### config.mk
export PLATFORM = sky130hd
export DESIGN_NAME = evma_ring
export DESIGN_NICKNAME = d
export VERILOG_FILES = /design/src/sv/evma_pkg.sv /design/src/sv/evma_ring.sv
export SDC_FILE = /design/constraint.sdc
export NUM_CORES = 1
export LEC_CHECK = 0
export BUFFER_PORTS_ARGS = -buffer_cell sky130_fd_sc_hd__clkbuf_2
export CAP_MARGIN = 20
export CORE_ASPECT_RATIO = 1.25
export CORE_MARGIN = 4
export CORE_UTILIZATION = 55
export CTS_CLUSTER_SIZE = 14
export DETAILED_ROUTE_END_ITERATION = 12
export MAX_ROUTING_LAYER = met4
export PLACE_DENSITY_LB_ADDON = 0.1
export SLEW_MARGIN = 10
export SYNTH_ARGS = -nofsm -noshare
export SYNTH_HDL_FRONTEND = slang
export SYNTH_SLANG_ARGS = --single-unit
### constraint.sdc
create_clock -name clk -period 6.35 [get_ports clk]
set_input_delay 0.3175 -clock clk [delete_from_list [all_inputs] [get_ports clk]]
set_output_delay 0.3175 -clock clk [all_outputs]
set_load 0.02 [all_outputs]
### src/sv/evma_pkg.sv
// evma_pkg: shared constants, types and request structs for the encoder
// velocity moving-average block. No dependencies.
package evma_pkg;

  localparam int WINDOW   = 10;
  localparam int COUNT_W  = 32;
  localparam int SCALE_W  = 24;
  localparam int PROD_W   = COUNT_W + SCALE_W;
  localparam int SAMPLE_W = 48;
  localparam int SUM_W    = 55;
  localparam int MAG_W    = SUM_W - 1;
  localparam int FILL_W   = 7;
  localparam int PTR_W    = (WINDOW > 1) ? $clog2(WINDOW) : 1;
  localparam int CNT_W    = $clog2(MAG_W);

  localparam logic [SCALE_W-1:0] SCALE_RESET = SCALE_W'(65536);
  localparam logic [FILL_W-1:0]  FILL_FULL   = FILL_W'(WINDOW);
  localparam logic [PTR_W-1:0]   PTR_LAST    = PTR_W'(WINDOW - 1);
  localparam logic [CNT_W-1:0]   CNT_LAST    = CNT_W'(MAG_W - 1);

  localparam logic signed [SAMPLE_W-1:0] SAMPLE_MAX = {1'b0, {(SAMPLE_W-1){1'b1}}};
  localparam logic signed [SAMPLE_W-1:0] SAMPLE_MIN = {1'b1, {(SAMPLE_W-1){1'b0}}};

  typedef enum logic [2:0] {
    ST_IDLE,
    ST_MUL,
    ST_SUB,
    ST_ADD,
    ST_DIVGO,
    ST_DIV,
    ST_OUT
  } state_t;

  typedef struct packed {
    logic                       we;
    logic signed [SAMPLE_W-1:0] wdata;
  } ring_req_t;

  typedef struct packed {
    logic                    start;
    logic signed [SUM_W-1:0] dividend;
    logic [FILL_W-1:0]       divisor;
  } div_req_t;

endpackage

### src/sv/evma_ring.sv
// evma_ring: sample ring memory with its write pointer; the entry at the
// pointer (the oldest sample once full) is read every cycle. Uses evma_pkg.
module evma_ring (
  input  logic                                clk,
  input  logic                                rst_n,
  input  evma_pkg::ring_req_t                 req,
  output logic signed [evma_pkg::SAMPLE_W-1:0] old_sample
);
  import evma_pkg::*;

  logic signed [SAMPLE_W-1:0] mem [WINDOW];
  logic [PTR_W-1:0]           ptr_r, ptr_nxt;
  logic signed [SAMPLE_W-1:0] rd_r;

  always_comb begin
    ptr_nxt = ptr_r;
    if (req.we) begin
      ptr_nxt = (ptr_r == PTR_LAST) ? '0 : ptr_r + PTR_W'(1);
    end
  end

  always_ff @(posedge clk) begin
    if (!rst_n) begin
      ptr_r <= '0;
    end else begin
      ptr_r <= ptr_nxt;
    end
  end

  always_ff @(posedge clk) begin
    if (req.we) begin
      mem[ptr_r] <= req.wdata;
    end
    rd_r <= mem[ptr_r];
  end

  assign old_sample = rd_r;

endmodule

==> qor.yml <==
cts_sinks: 532
max_slew_margin: 0.282
synth_top_area_frac: 0.740
path_cells: "buf_4 > nand3_1 > nor2_4 > buf_4"
place.gp.congestion: 0.718
clock_skew_ns: 0.0211
worstSetupEndpointType: "register"
cts_setup_buffers: 0
min_period_ns: 3.45
insertion_delay_ns: 0.56
core_area_sq_um: 34700
num_rows: 76
dpl.hpwl_um: 19500
netlist_top_cells_area: "edfxtp_1 74%, mux2_2 8.3%, mux4_2 5.6%, dfxtp_1 5.3%, a222oi_1 2.5%"
postCtsHoldBufs: 0
synth_most_common_cell: "edfxtp_1"
gr-total-overflow: 0
ys_ff_latch: 532
vias: 9174
synth-edff-count: 480
fin_cells: 1578
drive_gt1_frac: 0.360
crit_type: "reg -> reg"
area_growth_pct: 13.6
cp_slowest_cell: "nor2_4"
async_flop_share: 0
routed_wl_um: 37400
cp.required_ns: 6.56
cts-htree-levels: 2
finalSetupTns_ns: 0
final_nets: 1121
n_fill_cell: 2374
grt_max_degree: 66
fp.dieArea_sq_um: 38500
ys_seq_area_frac: 0.794
placed_cells: 1486
cp_top_family: "buffers and inverters"
tightest_slew_ns: 1.07
drtIter0Drc: 816
root_buffer: "clkbuf_16"
hold_path.class: "in -> reg"
max_freq_ghz: 0.290
rsz0062_at_grt: "no"
crit_buf_inv: 2
critical_path.max_fanout: 52
grt_pass1_wl_um: 57300
timing.critical_path.mode_cell: "buf_4"
hold_viol: 0
post_cts_resized: 0
dpl_worst_slack_ns: 2.77
slew_viol_final: 0
cts.clk_slew.worst_paths_ns: 0.06
status: "completed"
synth-warning-count: 0
worst_slack_ns: 2.90
period_share: 0.543
setup_viol: 0
ios: 99
grt_usage: 0.202
dieHeight_um: 218
vias_per_cell: 5.81
syn_nets: 1003
cts_tree: "done"
multi_input_area_sq_um: 3810
power_density_nw_per_um2: 332
cts_buffers: 50
wl_per_cell_um: 23.7
antenna_found_initial: 0
syn_area_sq_um: 19500
startpoint_type: "register"
critical_path.max_stage_delay_ns: 0.79
p_leak_nw: 7.43
syn-mean-instance-area_sq_um: 20.5
drv_cap: 0
diodes: 0
drc_errors: 0
seq_area_sq_um: 15500
synth_area_leader_cell: "edfxtp_1"
die_x_um: 176
synthTopCellsByCount: "480 x edfxtp_1, 143 x mux2_2, 99 x nand2_1, 52 x dfxtp_1"
synth_cells: 952
grt_pass1_vias: 9625
port_buffers: 98
antenna_left: 0
ys_types: 28
clock_tree.buffer_depth: 3
ys.flop_type: "edfxtp_1"
initial_utilization: 0.561
firstDrtPassIters: 6
ir_drop_v: 0.000252
worstPathArrival_ns: 3.66
==> registers in the layout, indices dropped and copies added (netlist names) <==
name	cells
old_sample	48
ptr_r	4
mem	480
==> through the flow <==
step / instance area [sq um] / total power, W / hold WS (ns) / util
after floorplan: 19500 / 0.00436 / 0.416 / -
after global placement: 20500 / 0.00452 / 0.571 / 0.591
after detailed placement: 20500 / 0.00452 / 0.576 / 0.591
after CTS: 22100 / 0.00741 / 0.0411 / 0.637
after global routing: 22100 / 0.00761 / 0.0538 / 0.637
final: 22100 / 0.00735 / 0.0693 / 0.637
==> cells in the final DEF, fill, tap and decap left out <==
cell          n
nor3_2        5
nor3b_2       1
and4b_1       1
nor2b_1       2
nand3_1       1
nor2_4        6
clkinvlp_4    2
or2_2         1
nand2b_1      2
clkinv_2      9
clkinv_1      4
mux2_2      143
xor2_1        1
a222oi_1     48
o21ai_0       2
inv_6         1
nand2_1      99
dfxtp_1      49
and3b_2       1
a21boi_0      2
xnor2_1       1
or3b_2        1
and2_1        2
mux4_2       48
bufinv_16     4
clkbuf_8      6
mux2_4        1
edfxtp_1    480
or3_1         1
clkbuf_1     15
buf_4        19
dfxtp_4       3
clkbuf_16    51
clkbuf_2     98
==> worst reg2reg max path: stages, from the launching register on <==
cell and delay, ns:
dfxtp_4 0.67, buf_4 0.72, nand3_1 0.38, nor2_4 0.80
buf_4 0.53
==> final timing paths <==
kind / start / end / slack (ns) / cells past startpoint
setup / recovery: ptr_r[0] / mem[7][18] / 2.90 / 4
setup reg to reg: ptr_r[0] / mem[7][18] / 2.90 / 4
hold / removal: req[6] / mem[4][6] / 0.07 / 1
hold reg to reg: mem[9][4] / old_sample[4] / 0.59 / 3
==> layer usage <==
layer | GRT usage | vias up | wire length [um]
met5 | - | - | 0
met3 | 0.0292 | 54 | 2050
met2 | 0.334 | 242 | 18800
met4 | 0.0452 | 0 | 723
met1 | 0.273 | 4788 | 15800
li1 | - | 4090 | -
==> kinds of logic (layout without fill, tap and decap cells) <==
family,after synthesis,in the layout,synth area share
simple gates,123,123,0.0262
xor+xnor,2,2,0.000900
flops,532,532,0.794
mux,192,192,0.139
compound gates,52,52,0.0260
buf+inv,51,209,0.0142
==> layout make-up <==
cell class                 instances  share of cell area
clock buffer                      72              0.0640
clock inverter                    20             0.00922
multi-input combinational        369               0.172
sequential                       532               0.699
tap                              468              0.0265
timing repair buffer             117              0.0286
==> report_power, final <==
group,switching (W),internal [W]
sequential,0.0000487,0.00392
clock,0.00120,0.00171
combinational,0.000270,0.000197
total,0.00152,0.00583
Note: power is estimated with default switching activity, not from simulation.
