[src/sv/evma_pkg.sv]
// evma_pkg: shared constants, types and request structs for the encoder
// velocity moving-average block. No dependencies.
package evma_pkg;

  localparam int WINDOW   = 10;
  localparam int COUNT_W  = 32;
  localparam int SCALE_W  = 24;
  localparam int PROD_W   = COUNT_W + SCALE_W;
  localparam int SAMPLE_W = 48;
  localparam int SUM_W    = 55;
  localparam int MAG_W    = SUM_W - 1;
  localparam int FILL_W   = 7;
  localparam int PTR_W    = (WINDOW > 1) ? $clog2(WINDOW) : 1;
  localparam int CNT_W    = $clog2(MAG_W);

  localparam logic [SCALE_W-1:0] SCALE_RESET = SCALE_W'(65536);
  localparam logic [FILL_W-1:0]  FILL_FULL   = FILL_W'(WINDOW);
  localparam logic [PTR_W-1:0]   PTR_LAST    = PTR_W'(WINDOW - 1);
  localparam logic [CNT_W-1:0]   CNT_LAST    = CNT_W'(MAG_W - 1);

  localparam logic signed [SAMPLE_W-1:0] SAMPLE_MAX = {1'b0, {(SAMPLE_W-1){1'b1}}};
  localparam logic signed [SAMPLE_W-1:0] SAMPLE_MIN = {1'b1, {(SAMPLE_W-1){1'b0}}};

  typedef enum logic [2:0] {
    ST_IDLE,
    ST_MUL,
    ST_SUB,
    ST_ADD,
    ST_DIVGO,
    ST_DIV,
    ST_OUT
  } state_t;

  typedef struct packed {
    logic                       we;
    logic signed [SAMPLE_W-1:0] wdata;
  } ring_req_t;

  typedef struct packed {
    logic                    start;
    logic signed [SUM_W-1:0] dividend;
    logic [FILL_W-1:0]       divisor;
  } div_req_t;

endpackage

[src/sv/evma_div.sv]
// evma_div: restoring divider, one quotient bit per cycle, signed
// dividend by small unsigned divisor, truncating toward zero. Uses evma_pkg.
module evma_div (
  input  logic                                clk,
  input  logic                                rst_n,
  input  evma_pkg::div_req_t                  req,
  output logic                                done,
  output logic signed [evma_pkg::SAMPLE_W-1:0] quotient
);
  import evma_pkg::*;

  logic                busy_r, busy_nxt;
  logic                done_r, done_nxt;
  logic [CNT_W-1:0]    cnt_r, cnt_nxt;
  logic [MAG_W-1:0]    quo_r, quo_nxt;
  logic [FILL_W-1:0]   rem_r, rem_nxt;
  logic [FILL_W-1:0]   dvs_r, dvs_nxt;
  logic                neg_r, neg_nxt;
  logic [SUM_W-1:0]    abs_sum;
  logic [FILL_W:0]     rem_sh;
  logic [FILL_W:0]     rem_diff;
  logic [MAG_W-1:0]    q_signed;

  always_comb begin
    abs_sum  = req.dividend[SUM_W-1] ? SUM_W'(-req.dividend) : SUM_W'(req.dividend);
    rem_sh   = {rem_r, quo_r[MAG_W-1]};
    rem_diff = rem_sh - {1'b0, dvs_r};
    busy_nxt = busy_r;
    done_nxt = 1'b0;
    cnt_nxt  = cnt_r;
    quo_nxt  = quo_r;
    rem_nxt  = rem_r;
    dvs_nxt  = dvs_r;
    neg_nxt  = neg_r;
    if (req.start) begin
      busy_nxt = 1'b1;
      cnt_nxt  = CNT_LAST;
      quo_nxt  = abs_sum[MAG_W-1:0];
      rem_nxt  = '0;
      dvs_nxt  = req.divisor;
      neg_nxt  = req.dividend[SUM_W-1];
    end else if (busy_r) begin
      if (rem_sh >= {1'b0, dvs_r}) begin
        rem_nxt = rem_diff[FILL_W-1:0];
        quo_nxt = {quo_r[MAG_W-2:0], 1'b1};
      end else begin
        rem_nxt = rem_sh[FILL_W-1:0];
        quo_nxt = {quo_r[MAG_W-2:0], 1'b0};
      end
      cnt_nxt = cnt_r - CNT_W'(1);
      if (cnt_r == '0) begin
        busy_nxt = 1'b0;
        done_nxt = 1'b1;
      end
    end
  end

  always_ff @(posedge clk) begin
    if (!rst_n) begin
      busy_r <= 1'b0;
      done_r <= 1'b0;
    end else begin
      busy_r <= busy_nxt;
      done_r <= done_nxt;
    end
  end

  always_ff @(posedge clk) begin
    cnt_r <= cnt_nxt;
    quo_r <= quo_nxt;
    rem_r <= rem_nxt;
    dvs_r <= dvs_nxt;
    neg_r <= neg_nxt;
  end

  assign q_signed = neg_r ? -quo_r : quo_r;
  assign quotient = q_signed[SAMPLE_W-1:0];
  assign done     = done_r;

endmodule

[config.mk]
export PLATFORM = sky130hd
export DESIGN_NAME = evma_div
export DESIGN_NICKNAME = d
export VERILOG_FILES = /design/src/sv/evma_pkg.sv /design/src/sv/evma_div.sv
export SDC_FILE = /design/constraint.sdc
export NUM_CORES = 1
export LEC_CHECK = 0
export ABC_AREA = 1
export BUFFER_PORTS_ARGS = -buffer_cell sky130_fd_sc_hd__buf_2
export CAP_MARGIN = 20
export CORE_ASPECT_RATIO = 0.7
export CORE_MARGIN = 2
export CORE_UTILIZATION = 54
export CTS_CLUSTER_SIZE = 10
export DETAILED_ROUTE_END_ITERATION = 8
export PLACE_DENSITY = 0.77
export SLEW_MARGIN = 20
export SYNTH_ARGS = -nofsm -noshare
export SYNTH_HDL_FRONTEND = slang
export SYNTH_SLANG_ARGS = --single-unit
[constraint.sdc]
create_clock -name clk -period 3.5 [get_ports clk]
set_clock_uncertainty 0.2 [all_clocks]
set_input_delay 0.35 -clock clk [delete_from_list [all_inputs] [get_ports clk]]
set_output_delay 0.35 -clock clk [all_outputs]
set_load 0.01 [all_outputs]
==> impl_metrics.env <==
export IMPL_core_area_sq_mm=0.0124
export IMPL_io_pins=114
export IMPL_drt_iter0_markers=697
export IMPL_hold_class="primary input to flip-flop"
export IMPL_power_density_mw_per_mm2=371
export IMPL_mappedNetlistArea_sq_mm=0.00686
export IMPL_setup_violations=0
export IMPL_cts_setup_buffers=0
export IMPL_clk_pin_slew_worst_paths_ns=0.06
export IMPL_fp_dieH_um=98.3
export IMPL_regArea_sq_mm=0.00216
export IMPL_start_kind="flip-flop"
export IMPL_rows=34
export IMPL_start_util=0.552
export IMPL_clk_latency_ns=0.34
export IMPL_synth_compound_area_frac=0.0713
export IMPL_cts_tree="yes"
export IMPL_synth_cells=1062
export IMPL_place_congestion=0.962
export IMPL_required_ns=2.95
export IMPL_chipWidth_um=139
export IMPL_hp_start="rst_n"
export IMPL_final_antenna_net_count=0
export IMPL_r2r_slack_ns=1.12
export IMPL_syn_to_final_growth_pct=14.7
export IMPL_path_max_fanout=5
export IMPL_dp_hpwl_mm=16.4
export IMPL_worst_hold_path_endpoint="busy_r$_SDFF_PN0_"
export IMPL_nets=1251
export IMPL_ir_drop_uv=276
export IMPL_grt_use_total=0.312
export IMPL_synthMuxAreaShare=0
export IMPL_synthArstFlopShare=0
export IMPL_synth_yosys_seq_area_share=0.315
export IMPL_synth_seq_cells=77
export IMPL_reg2reg_to="rem_r[2]$_SDFFE_PP0P_"
export IMPL_post_synth_and_or_nand_nor_area_fraction=0.426
export IMPL_cts_made_buffers=9
export IMPL_fin_crit_ns=2.76
export IMPL_first_pass_iters=6
export IMPL_cap_violations=0
export IMPL_grt_max_degree=64
export IMPL_drc=0
export IMPL_vias=7304
export IMPL_outcome="finished, final reports clean"
export IMPL_reg2reg_from="quo_r[53]$_DFFE_PP_"
export IMPL_wl_per_cell_um=15.5
export IMPL_grt_ovfl_total=0
export IMPL_syn_avg_cell_area_sq_um=6.46
export IMPL_critPathKind="flip-flop to output port"
export IMPL_synth_top_family_by_area="simple AND/OR/NAND/NOR gates"
export IMPL_die_area_sq_mm=0.0136
export IMPL_final_core_util=0.633
export IMPL_cts_resized=0
export IMPL_worstMarginPinSlew_ns=0.809
export IMPL_via_per_inst=5.44
export IMPL_cts_max_level=3
export IMPL_synthAdderAreaFrac=0.0230
export IMPL_drive_gt1_frac=0.142
export IMPL_synth_xor_xnor_area_share=0.0741
export IMPL_finalCritPeriodShare=0.790
export IMPL_clkSinkCount=77
export IMPL_rsz0062_at_grt="no"
export IMPL_clock_tree_root_cell="clkbuf_16"
export IMPL_fillerInstances=1237
export IMPL_ys_warn_count=0
export IMPL_finalSetupTns_ns=0
export IMPL_reg2regPathDepth=10
export IMPL_hold_viol=0
export IMPL_maxSlewViolCount=0
export IMPL_grt_pass1_vias=6650
export IMPL_wirelength_mm=20.8
export IMPL_ys_flop_type="edfxtp_1"
export IMPL_worst_ep_arrival_time_ns=2.21
export IMPL_synth_edf_count=62
export IMPL_antenna_found_initial=2
export IMPL_cts_hold_buf=7
export IMPL_multiInputGateArea_sq_mm=0.00408
export IMPL_fin_hold_ws_ns=0.0607
export IMPL_grt_pass1_wl_mm=33.8
export IMPL_port_buffers=113
export IMPL_clockBufferDepth=2
export IMPL_endpoint_kind="output port"
export IMPL_synth_fp_nets=1139
export IMPL_hold_depth=3
export IMPL_ys_types=40
export IMPL_fmax_mhz=362
export IMPL_p_leak_nw=3.67
export IMPL_max_slew_margin=0.461
[cells in the mapped netlist, types with 11 or more instances]
library cell	number	area, sq um
nand2_1	335	1260
nor2_1	145	544
inv_1	117	439
nand3_1	116	581
edfxtp_1	62	1860
o21ai_0	48	240
xor2_1	46	403
nand4_1	40	250
o21ai_1	23	115
dfxtp_1	15	300
xnor2_1	12	105
clkbuf_1	11	41.3
ha_1	11	138
[stage by stage]
| step | cells | worst slack, ns | power (mW) | cell area [sq um] |
|---|---|---|---|---|
| 6_report | 1343 | 0.736 | 2.92 | 7870 |
| 2_1_floorplan | 1062 | 1.22 | 1.75 | 6860 |
| 3_5_place_dp | 1318 | 1.10 | 2.06 | 7520 |
| 3_3_place_gp | 1318 | 1.14 | 2.05 | 7520 |
| 5_1_grt | 1343 | 0.556 | 3.08 | 7870 |
| 4_1_cts | 1341 | 0.724 | 2.92 | 7860 |
[where the power goes]
part | switching [mW] | internal [mW] | leakage, nW | total, mW
Combinational | 0.564 | 0.303 | 2.79 | 0.867
Clock | 0.376 | 0.477 | 0.126 | 0.854
Sequential | 0.0939 | 1.11 | 0.754 | 1.20
Total | 1.03 | 1.89 | 3.67 | 2.92
[cells in the final DEF (no fill, tap or decap), drive strengths merged, types with 10 or more instances in the layout]
cell and instances:
dfxtp 15, xor2 46, buf 119, edfxtp 62, ha 11, nor2 158, clkbuf 10, o21ai 73
inv 122, nand3 118, nand4 40, nand2 342, xnor2 12
[critical path: stages (launching register included)]
cell and delay, ns:
edfxtp_1 0.38, inv_1 0.14, ha_1 0.25, nand3_2 0.15
nor2_1 0.37, nand3_1 0.15, xor2_1 0.16, nand2_1 0.06
o21ai_0 0.07, buf_2 0.15
[flip-flops by register name, summed over array words and instances, names as in the netlist]
signal	flops
cnt_r	6
rem_r	7
quo_r	54
busy_r	1
done	1
neg_r	1
dvs_r	7
[kinds of logic after synthesis]
logic type | count (synthesis)
adders and majority gates | 12
and+or+nand+nor | 675
AOI/OAI and AO/OA | 92
xor gates and xnor gates | 58
DFF | 77
buffers and inverters | 148
[how the worst max path moves through the flow]
| stage | from | to | cells after the start |
|---|---|---|---|
| 4_1_cts | quo_r[0]$_DFFE_PP_ | quotient[28] | 8 |
| 2_1_floorplan | req[62] | quo_r[0]$_DFFE_PP_ | 3 |
| 5_1_grt | quo_r[0]$_DFFE_PP_ | quotient[28] | 8 |
| 3_3_place_gp | quo_r[0]$_DFFE_PP_ | quotient[28] | 8 |
| 6_report | quo_r[0]$_DFFE_PP_ | quotient[24] | 9 |
| 3_5_place_dp | quo_r[0]$_DFFE_PP_ | quotient[28] | 8 |
[cell type report]
cell class                      instances  area share
Clock inverter                          6     0.00477
Inverter                              123      0.0587
Multi-Input combinational cell        837       0.518
Tap cell                              162      0.0258
Antenna cell                            2    0.000636
Sequential cell                        77       0.275
Timing Repair Buffer                  126      0.0881
Clock buffer                           10      0.0291
[routing by layer]
| metal | up-vias | part of all wire | track usage |
|---|---|---|---|
| li1 | 3692 | - | - |
| met1 | 3234 | 0.47 | 0.465 |
| met2 | 346 | 0.41 | 0.464 |
| met3 | 32 | 0.097 | 0.0584 |
| met4 | 0 | 0.021 | 0.0886 |
| met5 | - | 0 | 0 |
(Power assumes the default switching activity.)
